## config.mk

```make
export PLATFORM = sky130hd
export DESIGN_NAME = hsv_to_rgb_converter
export DESIGN_NICKNAME = d
export VERILOG_FILES = /design/src/hw/rtl/hsv_pkg.sv /design/src/hw/rtl/hsv_hue_split.sv /design/src/hw/rtl/hsv_term_calc.sv /design/src/hw/rtl/hsv_to_rgb_converter.sv
export SDC_FILE = /design/constraint.sdc
export NUM_CORES = 2
export LEC_CHECK = 0
export ABC_CLOCK_PERIOD_IN_PS = 29100
export BUFFER_PORTS_ARGS = -buffer_cell sky130_fd_sc_hd__clkbuf_2
export CORE_ASPECT_RATIO = 0.7
export CORE_UTILIZATION = 45
export DETAILED_ROUTE_END_ITERATION = 8
export PLACE_DENSITY = 0.68
export SLEW_MARGIN = 25
export SYNTH_ARGS = -nofsm -noshare
export SYNTH_HDL_FRONTEND = slang
export SYNTH_HIERARCHICAL = 1
export SYNTH_SLANG_ARGS = --single-unit
```

## constraint.sdc

```tcl
create_clock -name clock -period 29.1 [get_ports clock]
set_clock_uncertainty 0.2 [all_clocks]
set_input_delay 1.455 -clock clock [delete_from_list [all_inputs] [get_ports clock]]
set_output_delay 1.455 -clock clock [all_outputs]
set_load 0.005 [all_outputs]
```

## src/hw/rtl/hsv_pkg.sv

```systemverilog
// Shared types and constants of the HSV to RGB converter.
// Holds the request and response payload structs, the sector codes and the
// reciprocal constants used for division by constants; depends on nothing.
`timescale 1ns / 1ps

package hsv_pkg;

   localparam int unsigned HUE_W    = 15;
   localparam int unsigned BYTE_W   = 8;
   localparam int unsigned QUOT_W   = 10;
   localparam int unsigned Q6_W     = 7;
   localparam int unsigned SECTOR_W = 3;

   // Division of a 13-bit value by 15 as (y * 8739) >> 17.
   localparam int unsigned          DIV60_IN_W    = 13;
   localparam int unsigned          RECIP60_W     = 14;
   localparam int unsigned          RECIP60_SHIFT = 17;
   localparam logic [RECIP60_W-1:0] RECIP60_MULT  = 14'd8739;

   // Division of a 10-bit value by 6 as (q * 1366) >> 13.
   localparam int unsigned         RECIP6_W     = 11;
   localparam int unsigned         RECIP6_SHIFT = 13;
   localparam logic [RECIP6_W-1:0] RECIP6_MULT  = 11'd1366;
   localparam logic [2:0]          SECTOR_COUNT = 3'd6;

   // Division of a 20-bit value by 3825 as (y * 1122868) >> 32.
   localparam int unsigned            DIV_IN_W       = 20;
   localparam int unsigned            RECIP3825_W    = 21;
   localparam int unsigned            RECIP3825_SHIFT = 32;
   localparam logic [RECIP3825_W-1:0] RECIP3825_MULT = 21'd1122868;

   typedef enum logic [SECTOR_W-1:0] {
      SEC_RED_YELLOW     = 3'd0,
      SEC_YELLOW_GREEN   = 3'd1,
      SEC_GREEN_CYAN     = 3'd2,
      SEC_CYAN_BLUE      = 3'd3,
      SEC_BLUE_MAGENTA   = 3'd4,
      SEC_MAGENTA_RED    = 3'd5
   } sector_type;

   typedef struct packed {
      logic [HUE_W-1:0]  hue;
      logic [BYTE_W-1:0] saturation;
      logic [BYTE_W-1:0] brightness;
   } req_payload_type;

   typedef struct packed {
      logic [BYTE_W-1:0] red;
      logic [BYTE_W-1:0] green;
      logic [BYTE_W-1:0] blue;
   } rsp_payload_type;

endpackage

```

## src/hw/rtl/hsv_hue_split.sv

```systemverilog
// First two pipeline stages: splits the hue into sector quotient and fraction.
// Also forms the brightness times (255 - saturation) product; uses hsv_pkg.
`timescale 1ns / 1ps

module hsv_hue_split #(
   parameter int unsigned HUE_FRACTION_BITS = 6
) (
   input  logic                               clock,
   input  logic                               reset,
   input  logic                               advance,
   input  logic                               in_valid,
   input  hsv_pkg::req_payload_type           in_payload,
   output logic                               out_valid,
   output logic [hsv_pkg::QUOT_W-1:0]         out_quot,
   output logic [hsv_pkg::Q6_W-1:0]           out_quot6,
   output logic [HUE_FRACTION_BITS+5:0]       out_frac,
   output logic [hsv_pkg::BYTE_W-1:0]         out_sat,
   output logic [hsv_pkg::BYTE_W-1:0]         out_val,
   output logic [2*hsv_pkg::BYTE_W-1:0]       out_pprod
);

   localparam int unsigned FRAC_W = HUE_FRACTION_BITS + 6;
   localparam int unsigned SPAN   = 60 << HUE_FRACTION_BITS;
   localparam int unsigned BASE_W = hsv_pkg::QUOT_W + FRAC_W;
   localparam int unsigned P60_W  = hsv_pkg::DIV60_IN_W + hsv_pkg::RECIP60_W;
   localparam int unsigned P6_W   = hsv_pkg::QUOT_W + hsv_pkg::RECIP6_W;
   localparam logic [FRAC_W-1:0] SPAN_C = FRAC_W'(SPAN);

   logic [hsv_pkg::HUE_W-1:0]      hue_x;
   logic [P60_W-1:0]               p60_prod;
   logic [hsv_pkg::QUOT_W-1:0]     quot_a_in;
   logic [2*hsv_pkg::BYTE_W-1:0]   pprod_a_in;

   logic                           valid_a_ff;
   logic [hsv_pkg::QUOT_W-1:0]     quot_a_ff;
   logic [hsv_pkg::HUE_W-1:0]      hue_a_ff;
   logic [hsv_pkg::BYTE_W-1:0]     sat_a_ff;
   logic [hsv_pkg::BYTE_W-1:0]     val_a_ff;
   logic [2*hsv_pkg::BYTE_W-1:0]   pprod_a_ff;

   logic [BASE_W-1:0]              base_b;
   logic [BASE_W-1:0]              diff_b;
   logic [FRAC_W-1:0]              frac_b_in;
   logic [P6_W-1:0]                p6_prod;
   logic [hsv_pkg::Q6_W-1:0]       quot6_b_in;

   logic                           valid_b_ff;
   logic [hsv_pkg::QUOT_W-1:0]     quot_b_ff;
   logic [hsv_pkg::Q6_W-1:0]       quot6_b_ff;
   logic [FRAC_W-1:0]              frac_b_ff;
   logic [hsv_pkg::BYTE_W-1:0]     sat_b_ff;
   logic [hsv_pkg::BYTE_W-1:0]     val_b_ff;
   logic [2*hsv_pkg::BYTE_W-1:0]   pprod_b_ff;

   // The whole-degree hue divided by 60 is the hue shifted by two, divided by 15.
   assign hue_x      = in_payload.hue >> HUE_FRACTION_BITS;
   assign p60_prod   = hue_x[hsv_pkg::HUE_W-1:2] * hsv_pkg::RECIP60_MULT;
   assign quot_a_in  = p60_prod[hsv_pkg::RECIP60_SHIFT +: hsv_pkg::QUOT_W];
   assign pprod_a_in = in_payload.brightness * (8'd255 - in_payload.saturation);

   assign base_b     = quot_a_ff * SPAN_C;
   assign diff_b     = BASE_W'(hue_a_ff) - base_b;
   assign frac_b_in  = diff_b[FRAC_W-1:0];
   assign p6_prod    = quot_a_ff * hsv_pkg::RECIP6_MULT;
   assign quot6_b_in = p6_prod[hsv_pkg::RECIP6_SHIFT +: hsv_pkg::Q6_W];

   always_ff @(posedge clock) begin
      if (reset) begin
         valid_a_ff <= 1'b0;
         valid_b_ff <= 1'b0;
      end else if (advance) begin
         valid_a_ff <= in_valid;
         valid_b_ff <= valid_a_ff;
      end
   end

   always_ff @(posedge clock) begin
      if (advance) begin
         quot_a_ff  <= quot_a_in;
         hue_a_ff   <= in_payload.hue;
         sat_a_ff   <= in_payload.saturation;
         val_a_ff   <= in_payload.brightness;
         pprod_a_ff <= pprod_a_in;
         quot_b_ff  <= quot_a_ff;
         quot6_b_ff <= quot6_b_in;
         frac_b_ff  <= frac_b_in;
         sat_b_ff   <= sat_a_ff;
         val_b_ff   <= val_a_ff;
         pprod_b_ff <= pprod_a_ff;
      end
   end

   assign out_valid = valid_b_ff;
   assign out_quot  = quot_b_ff;
   assign out_quot6 = quot6_b_ff;
   assign out_frac  = frac_b_ff;
   assign out_sat   = sat_b_ff;
   assign out_val   = val_b_ff;
   assign out_pprod = pprod_b_ff;

endmodule

```

## src/hw/rtl/hsv_term_calc.sv

```systemverilog
// Three pipeline stages that form the sector and the p, q and t terms.
// The q and t quotients leave as reciprocal products; uses hsv_pkg.
`timescale 1ns / 1ps

module hsv_term_calc #(
   parameter int unsigned HUE_FRACTION_BITS = 6
) (
   input  logic                               clock,
   input  logic                               reset,
   input  logic                               advance,
   input  logic                               in_valid,
   input  logic [hsv_pkg::QUOT_W-1:0]         in_quot,
   input  logic [hsv_pkg::Q6_W-1:0]           in_quot6,
   input  logic [HUE_FRACTION_BITS+5:0]       in_frac,
   input  logic [hsv_pkg::BYTE_W-1:0]         in_sat,
   input  logic [hsv_pkg::BYTE_W-1:0]         in_val,
   input  logic [2*hsv_pkg::BYTE_W-1:0]       in_pprod,
   output logic                               out_valid,
   output hsv_pkg::sector_type                out_sector,
   output logic [hsv_pkg::BYTE_W-1:0]         out_val,
   output logic [hsv_pkg::BYTE_W-1:0]         out_pv,
   output logic [hsv_pkg::DIV_IN_W+hsv_pkg::RECIP3825_W-1:0] out_qprod,
   output logic [hsv_pkg::DIV_IN_W+hsv_pkg::RECIP3825_W-1:0] out_tprod
);

   localparam int unsigned FRAC_W = HUE_FRACTION_BITS + 6;
   localparam int unsigned FULL_W = FRAC_W + hsv_pkg::BYTE_W;
   localparam int unsigned NUM_W  = FULL_W + hsv_pkg::BYTE_W;
   localparam int unsigned SPAN   = 60 << HUE_FRACTION_BITS;
   localparam int unsigned FULL   = 255 * SPAN;
   localparam int unsigned RP_W   = hsv_pkg::DIV_IN_W + hsv_pkg::RECIP3825_W;
   localparam logic [FRAC_W-1:0] SPAN_C = FRAC_W'(SPAN);
   localparam logic [FULL_W-1:0] FULL_C = FULL_W'(FULL);

   logic [hsv_pkg::QUOT_W-1:0]     sec_diff;
   hsv_pkg::sector_type            sector_c_in;
   logic [2*hsv_pkg::BYTE_W:0]     pv_sum;
   logic [hsv_pkg::BYTE_W-1:0]     pv_c_in;
   logic [FULL_W-1:0]              sq_c_in;
   logic [FULL_W-1:0]              st_c_in;

   logic                           valid_c_ff;
   hsv_pkg::sector_type            sector_c_ff;
   logic [hsv_pkg::BYTE_W-1:0]     val_c_ff;
   logic [hsv_pkg::BYTE_W-1:0]     pv_c_ff;
   logic [FULL_W-1:0]              sq_c_ff;
   logic [FULL_W-1:0]              st_c_ff;

   logic [NUM_W-1:0]               numq_d_in;
   logic [NUM_W-1:0]               numt_d_in;

   logic                           valid_d_ff;
   hsv_pkg::sector_type            sector_d_ff;
   logic [hsv_pkg::BYTE_W-1:0]     val_d_ff;
   logic [hsv_pkg::BYTE_W-1:0]     pv_d_ff;
   logic [NUM_W-1:0]               numq_d_ff;
   logic [NUM_W-1:0]               numt_d_ff;

   logic [RP_W-1:0]                qprod_e_in;
   logic [RP_W-1:0]                tprod_e_in;

   logic                           valid_e_ff;
   hsv_pkg::sector_type            sector_e_ff;
   logic [hsv_pkg::BYTE_W-1:0]     val_e_ff;
   logic [hsv_pkg::BYTE_W-1:0]     pv_e_ff;
   logic [RP_W-1:0]                qprod_e_ff;
   logic [RP_W-1:0]                tprod_e_ff;

   assign sec_diff    = in_quot - hsv_pkg::QUOT_W'(in_quot6 * hsv_pkg::SECTOR_COUNT);
   assign sector_c_in = hsv_pkg::sector_type'(sec_diff[hsv_pkg::SECTOR_W-1:0]);

   // Exact floor division by 255 for values up to 65534, which covers any product of two bytes.
   assign pv_sum  = (2*hsv_pkg::BYTE_W+1)'(in_pprod)
                  + (2*hsv_pkg::BYTE_W+1)'(in_pprod >> hsv_pkg::BYTE_W)
                  + (2*hsv_pkg::BYTE_W+1)'(1);
   assign pv_c_in = pv_sum[hsv_pkg::BYTE_W +: hsv_pkg::BYTE_W];

   assign sq_c_in = in_sat * in_frac;
   assign st_c_in = in_sat * (SPAN_C - in_frac);

   assign numq_d_in = val_c_ff * (FULL_C - sq_c_ff);
   assign numt_d_in = val_c_ff * (FULL_C - st_c_ff);

   // Division by 255 * 60 << HUE_FRACTION_BITS: shift, then divide by 3825.
   assign qprod_e_in = numq_d_ff[HUE_FRACTION_BITS+2 +: hsv_pkg::DIV_IN_W]
                     * hsv_pkg::RECIP3825_MULT;
   assign tprod_e_in = numt_d_ff[HUE_FRACTION_BITS+2 +: hsv_pkg::DIV_IN_W]
                     * hsv_pkg::RECIP3825_MULT;

   always_ff @(posedge clock) begin
      if (reset) begin
         valid_c_ff <= 1'b0;
         valid_d_ff <= 1'b0;
         valid_e_ff <= 1'b0;
      end else if (advance) begin
         valid_c_ff <= in_valid;
         valid_d_ff <= valid_c_ff;
         valid_e_ff <= valid_d_ff;
      end
   end

   always_ff @(posedge clock) begin
      if (advance) begin
         sector_c_ff <= sector_c_in;
         val_c_ff    <= in_val;
         pv_c_ff     <= pv_c_in;
         sq_c_ff     <= sq_c_in;
         st_c_ff     <= st_c_in;
         sector_d_ff <= sector_c_ff;
         val_d_ff    <= val_c_ff;
         pv_d_ff     <= pv_c_ff;
         numq_d_ff   <= numq_d_in;
         numt_d_ff   <= numt_d_in;
         sector_e_ff <= sector_d_ff;
         val_e_ff    <= val_d_ff;
         pv_e_ff     <= pv_d_ff;
         qprod_e_ff  <= qprod_e_in;
         tprod_e_ff  <= tprod_e_in;
      end
   end

   assign out_valid  = valid_e_ff;
   assign out_sector = sector_e_ff;
   assign out_val    = val_e_ff;
   assign out_pv     = pv_e_ff;
   assign out_qprod  = qprod_e_ff;
   assign out_tprod  = tprod_e_ff;

endmodule

```

## src/hw/rtl/hsv_to_rgb_converter.sv

```systemverilog
// HSV to RGB converter, one color per request, six register stages deep.
// A request is accepted in every cycle in which the output register is empty or being
// drained, so the block sustains one request per clock while the output is not stalled;
// the request enters the hue split register at the accepting edge and then passes the
// fraction, products, numerators, reciprocal multiply and output registers in turn,
// stepping on only while the pipeline advances.
// Hue is in degrees with HUE_FRACTION_BITS fraction bits; hues at or above 360 wrap.
// Depends on hsv_pkg, hsv_hue_split and hsv_term_calc.
`timescale 1ns / 1ps

module hsv_to_rgb_converter #(
   parameter int unsigned HUE_FRACTION_BITS = 6
) (
   input  logic                     clock,
   input  logic                     reset,
   input  logic                     req_valid,
   output logic                     req_ready,
   input  hsv_pkg::req_payload_type req_payload,
   output logic                     rsp_valid,
   input  logic                     rsp_ready,
   output hsv_pkg::rsp_payload_type rsp_payload
);

   localparam int unsigned FRAC_W = HUE_FRACTION_BITS + 6;
   localparam int unsigned RP_W   = hsv_pkg::DIV_IN_W + hsv_pkg::RECIP3825_W;

   logic                           advance;

   logic                           split_valid;
   logic [hsv_pkg::QUOT_W-1:0]     split_quot;
   logic [hsv_pkg::Q6_W-1:0]       split_quot6;
   logic [FRAC_W-1:0]              split_frac;
   logic [hsv_pkg::BYTE_W-1:0]     split_sat;
   logic [hsv_pkg::BYTE_W-1:0]     split_val;
   logic [2*hsv_pkg::BYTE_W-1:0]   split_pprod;

   logic                           term_valid;
   hsv_pkg::sector_type            term_sector;
   logic [hsv_pkg::BYTE_W-1:0]     term_val;
   logic [hsv_pkg::BYTE_W-1:0]     term_pv;
   logic [RP_W-1:0]                term_qprod;
   logic [RP_W-1:0]                term_tprod;

   logic [hsv_pkg::BYTE_W-1:0]     qv;
   logic [hsv_pkg::BYTE_W-1:0]     tv;
   hsv_pkg::rsp_payload_type       rsp_payload_in;
   hsv_pkg::rsp_payload_type       rsp_payload_ff;
   logic                           rsp_valid_ff;

   assign advance   = !rsp_valid_ff || rsp_ready;
   assign req_ready = advance;

   hsv_hue_split #(
      .HUE_FRACTION_BITS(HUE_FRACTION_BITS)
   ) u_hue_split (
      .clock      (clock),
      .reset      (reset),
      .advance    (advance),
      .in_valid   (req_valid),
      .in_payload (req_payload),
      .out_valid  (split_valid),
      .out_quot   (split_quot),
      .out_quot6  (split_quot6),
      .out_frac   (split_frac),
      .out_sat    (split_sat),
      .out_val    (split_val),
      .out_pprod  (split_pprod)
   );

   hsv_term_calc #(
      .HUE_FRACTION_BITS(HUE_FRACTION_BITS)
   ) u_term_calc (
      .clock      (clock),
      .reset      (reset),
      .advance    (advance),
      .in_valid   (split_valid),
      .in_quot    (split_quot),
      .in_quot6   (split_quot6),
      .in_frac    (split_frac),
      .in_sat     (split_sat),
      .in_val     (split_val),
      .in_pprod   (split_pprod),
      .out_valid  (term_valid),
      .out_sector (term_sector),
      .out_val    (term_val),
      .out_pv     (term_pv),
      .out_qprod  (term_qprod),
      .out_tprod  (term_tprod)
   );

   assign qv = term_qprod[hsv_pkg::RECIP3825_SHIFT +: hsv_pkg::BYTE_W];
   assign tv = term_tprod[hsv_pkg::RECIP3825_SHIFT +: hsv_pkg::BYTE_W];

   always_comb begin
      case (term_sector)
         hsv_pkg::SEC_RED_YELLOW: begin
            rsp_payload_in = '{red: term_val, green: tv, blue: term_pv};
         end
         hsv_pkg::SEC_YELLOW_GREEN: begin
            rsp_payload_in = '{red: qv, green: term_val, blue: term_pv};
         end
         hsv_pkg::SEC_GREEN_CYAN: begin
            rsp_payload_in = '{red: term_pv, green: term_val, blue: tv};
         end
         hsv_pkg::SEC_CYAN_BLUE: begin
            rsp_payload_in = '{red: term_pv, green: qv, blue: term_val};
         end
         hsv_pkg::SEC_BLUE_MAGENTA: begin
            rsp_payload_in = '{red: tv, green: term_pv, blue: term_val};
         end
         default: begin
            rsp_payload_in = '{red: term_val, green: term_pv, blue: qv};
         end
      endcase
   end

   always_ff @(posedge clock) begin
      if (reset) begin
         rsp_valid_ff <= 1'b0;
      end else if (advance) begin
         rsp_valid_ff <= term_valid;
      end
   end

   always_ff @(posedge clock) begin
      if (advance) begin
         rsp_payload_ff <= rsp_payload_in;
      end
   end

   assign rsp_valid   = rsp_valid_ff;
   assign rsp_payload = rsp_payload_ff;

endmodule
```

==> impl_results.md <==
* Run status: finished, final reports clean
* Post-CTS Setup Bufs at 0
* Slew HR at 32.1%
* Syn. warnings at 6
* Critical hold path startpoint: u_hue_split/out_val[3]
* CTS H-tree lvls at 1
* Post-Route Utilization at 48.7%
* Clk Latency, worst-skew pair at 0.60 ns
* DR vias at 26003
* DP HPWL at 66200 µm
* Total of max-cap violations at 0
* Final setup viols at 0
* Clk Tree Root Cell: clkbuf_16
* Boundary Pins at 61
* Gpl congestion at 0.887
* CP Buf/Inv Count at 3
* Clk slew on worst S/H paths at 0.07 ns
* Cts hold-fix bufs at 0
* Drt drc at 0
* Gr usage total at 18.3%
* DP Area at 42300 µm²
* Die width at 362 µm
* Layout Nets at 5292
* GRT Residual Overflow at 0
* Startpoint types: flop
* Cell count after synthesis at 4029
* Dpl cells at 5188
* Peak Freq at 141 MHz
* CTS Buf Count at 29
* Synthesized cell area at 40700 µm²
* Worst hold path type: reg -> reg
* CP Max Fanout at 8
* Antenna violations before repair at 3
* Worst setup path startpoint: u_term_calc/sq_c_ff[4]
* Post-CTS Resized at 0
* RSZ-0062 raised after global routing: false
* Period utilization at 24.4%
* Number of port buffers at 60
* Starting DRT DRC Count at 1609
* Final instance area at 43300 µm²
* Antenna cells at 0
* Final WL at 81200 µm
* Core Region at 88800 µm²
* Crit-path leading delay family: adder cells
* TritonCTS clock tree: done
* CTS Buffer Depth at 3
* Post-synth net total at 5262
* Worst endpoint required time at 29.22 ns
* Avg WL per Cell at 15.5 µm
* First-pass GRT wire length at 136000 µm
* Share of cells above drive strength 1 at 4.90%
* Crit path top cell by count: fa_1
* Crit path kind: reg -> reg
* Final Non-Filler Cells at 5244
* Reg2reg start: u_term_calc/sq_c_ff[4]
* Vias in the first global route at 26506
* Final hold viol count at 0
* Die extent in y at 254 µm
* Largest net degree at the start of global routing at 158
* Synth-to-layout area growth at 6.23%
* CP peak stage delay at 0.60 ns
* Initial Util at 45.9%
* Element type at the critical path end: flop
* Slew Limit Fails at 0
* TNS Setup at 0 ns
* Critical Path AT at 7.22 ns
* Synthesized area per cell at 10.1 µm²
* Die area at 91800 µm²
* Drt pass-1 iters at 5
* Slowest-stage cell, CP: xnor2_1
* Antenna Nets Post-Route at 0
* Vias/cell at 4.96
* Clk sinks at 279
* Least-Margin Pin Slew at 1.02 ns
* Row Count at 91
* Tmin final at 7.10 ns
layer usage:
| layer | routed length [µm] | GRT usage, % | vias to the layer above |
|---|---|---|---|
| li1 | - | - | 12684 |
| met1 | 42200 | 28.4 | 12673 |
| met2 | 32500 | 26.7 | 590 |
| met3 | 5600 | 3.83 | 56 |
| met4 | 853 | 2.30 | 0 |
| met5 | 0 | 0 | - |
worst register-to-register path, delay by kind of cell, from the launching register on:
family	cells	cell delay, ns
simple gates	8	1.70
flops	1	0.41
fa+ha+maj	5	2.37
compound gates	7	1.33
xor+xnor	2	0.68
buf+inv	3	0.14
flip-flops by register name, indices dropped and copies added, names as in the netlist, 4 cells and up:
signal and flops:
u_hue_split/out_pprod 16, u_term_calc/out_val 8, u_term_calc/val_c_ff 8, u_hue_split/pprod_a_ff 16, u_term_calc/sq_c_ff 20, u_hue_split/quot_a_ff 4
u_hue_split/hue_a_ff 12, u_hue_split/out_val 8, u_hue_split/sat_a_ff 8, u_term_calc/pv_d_ff 8, u_hue_split/val_a_ff 8, u_term_calc/numt_d_ff 20
rsp_payload 24, u_term_calc/out_tprod 8, u_term_calc/pv_c_ff 8, u_term_calc/out_qprod 8, u_term_calc/numq_d_ff 20, u_hue_split/out_sat 8
u_term_calc/val_d_ff 8, u_term_calc/st_c_ff 19, u_term_calc/out_pv 8, u_hue_split/out_frac 12
stage by stage:
| step | worst slack, ns | hold WS (ns) |
|---|---|---|
| 2_1_floorplan | 19.24 | 0.200 |
| 3_3_place_gp | 22.17 | 0.201 |
| 3_5_place_dp | 22.02 | 0.205 |
| 4_1_cts | 21.98 | 0.213 |
| 5_1_grt | 21.38 | 0.223 |
| 6_report | 22.00 | 0.215 |
final timing paths:
check,end,slack (ns),cells after the start
hold reg to reg,u_term_calc/val_c_ff[3],0.22,0
hold / removal,u_term_calc/val_c_ff[3],0.22,0
setup / recovery,u_term_calc/numq_d_ff[27],22.00,25
setup reg to reg,u_term_calc/numq_d_ff[27],22.00,25
cells in the final DEF, fill, tap and decap left out, drive strengths merged, types with 10 or more instances in the layout:
master,instances
o21ai,59
inv,1007
o211ai,10
fa,573
nand4,13
and2,249
nor2b,55
ha,625
mux2,24
edfxtp,273
a21o,48
nor3,25
clkbuf,93
nand2b,42
nor2,95
a21oi,79
and3,15
clkinv,10
xnor2,112
xor2,62
nand3,25
a31oi,12
a211oi,15
nand2,380
o21a,20
buf,17
mux2i,21
area by class of cell:
type | count | area, µm²
fillers | 8150 | 45500
multi-input cells | 2672 | 28300
flip-flops and latches | 279 | 8320
inverters | 1000 | 3750
well taps | 1162 | 1450
clock buffers | 33 | 741
repair buffers | 77 | 455
clock inverters | 21 | 214
Power is not shown: default switching activity piles up to over one toggle a cycle in this logic, so the estimate is an artifact.
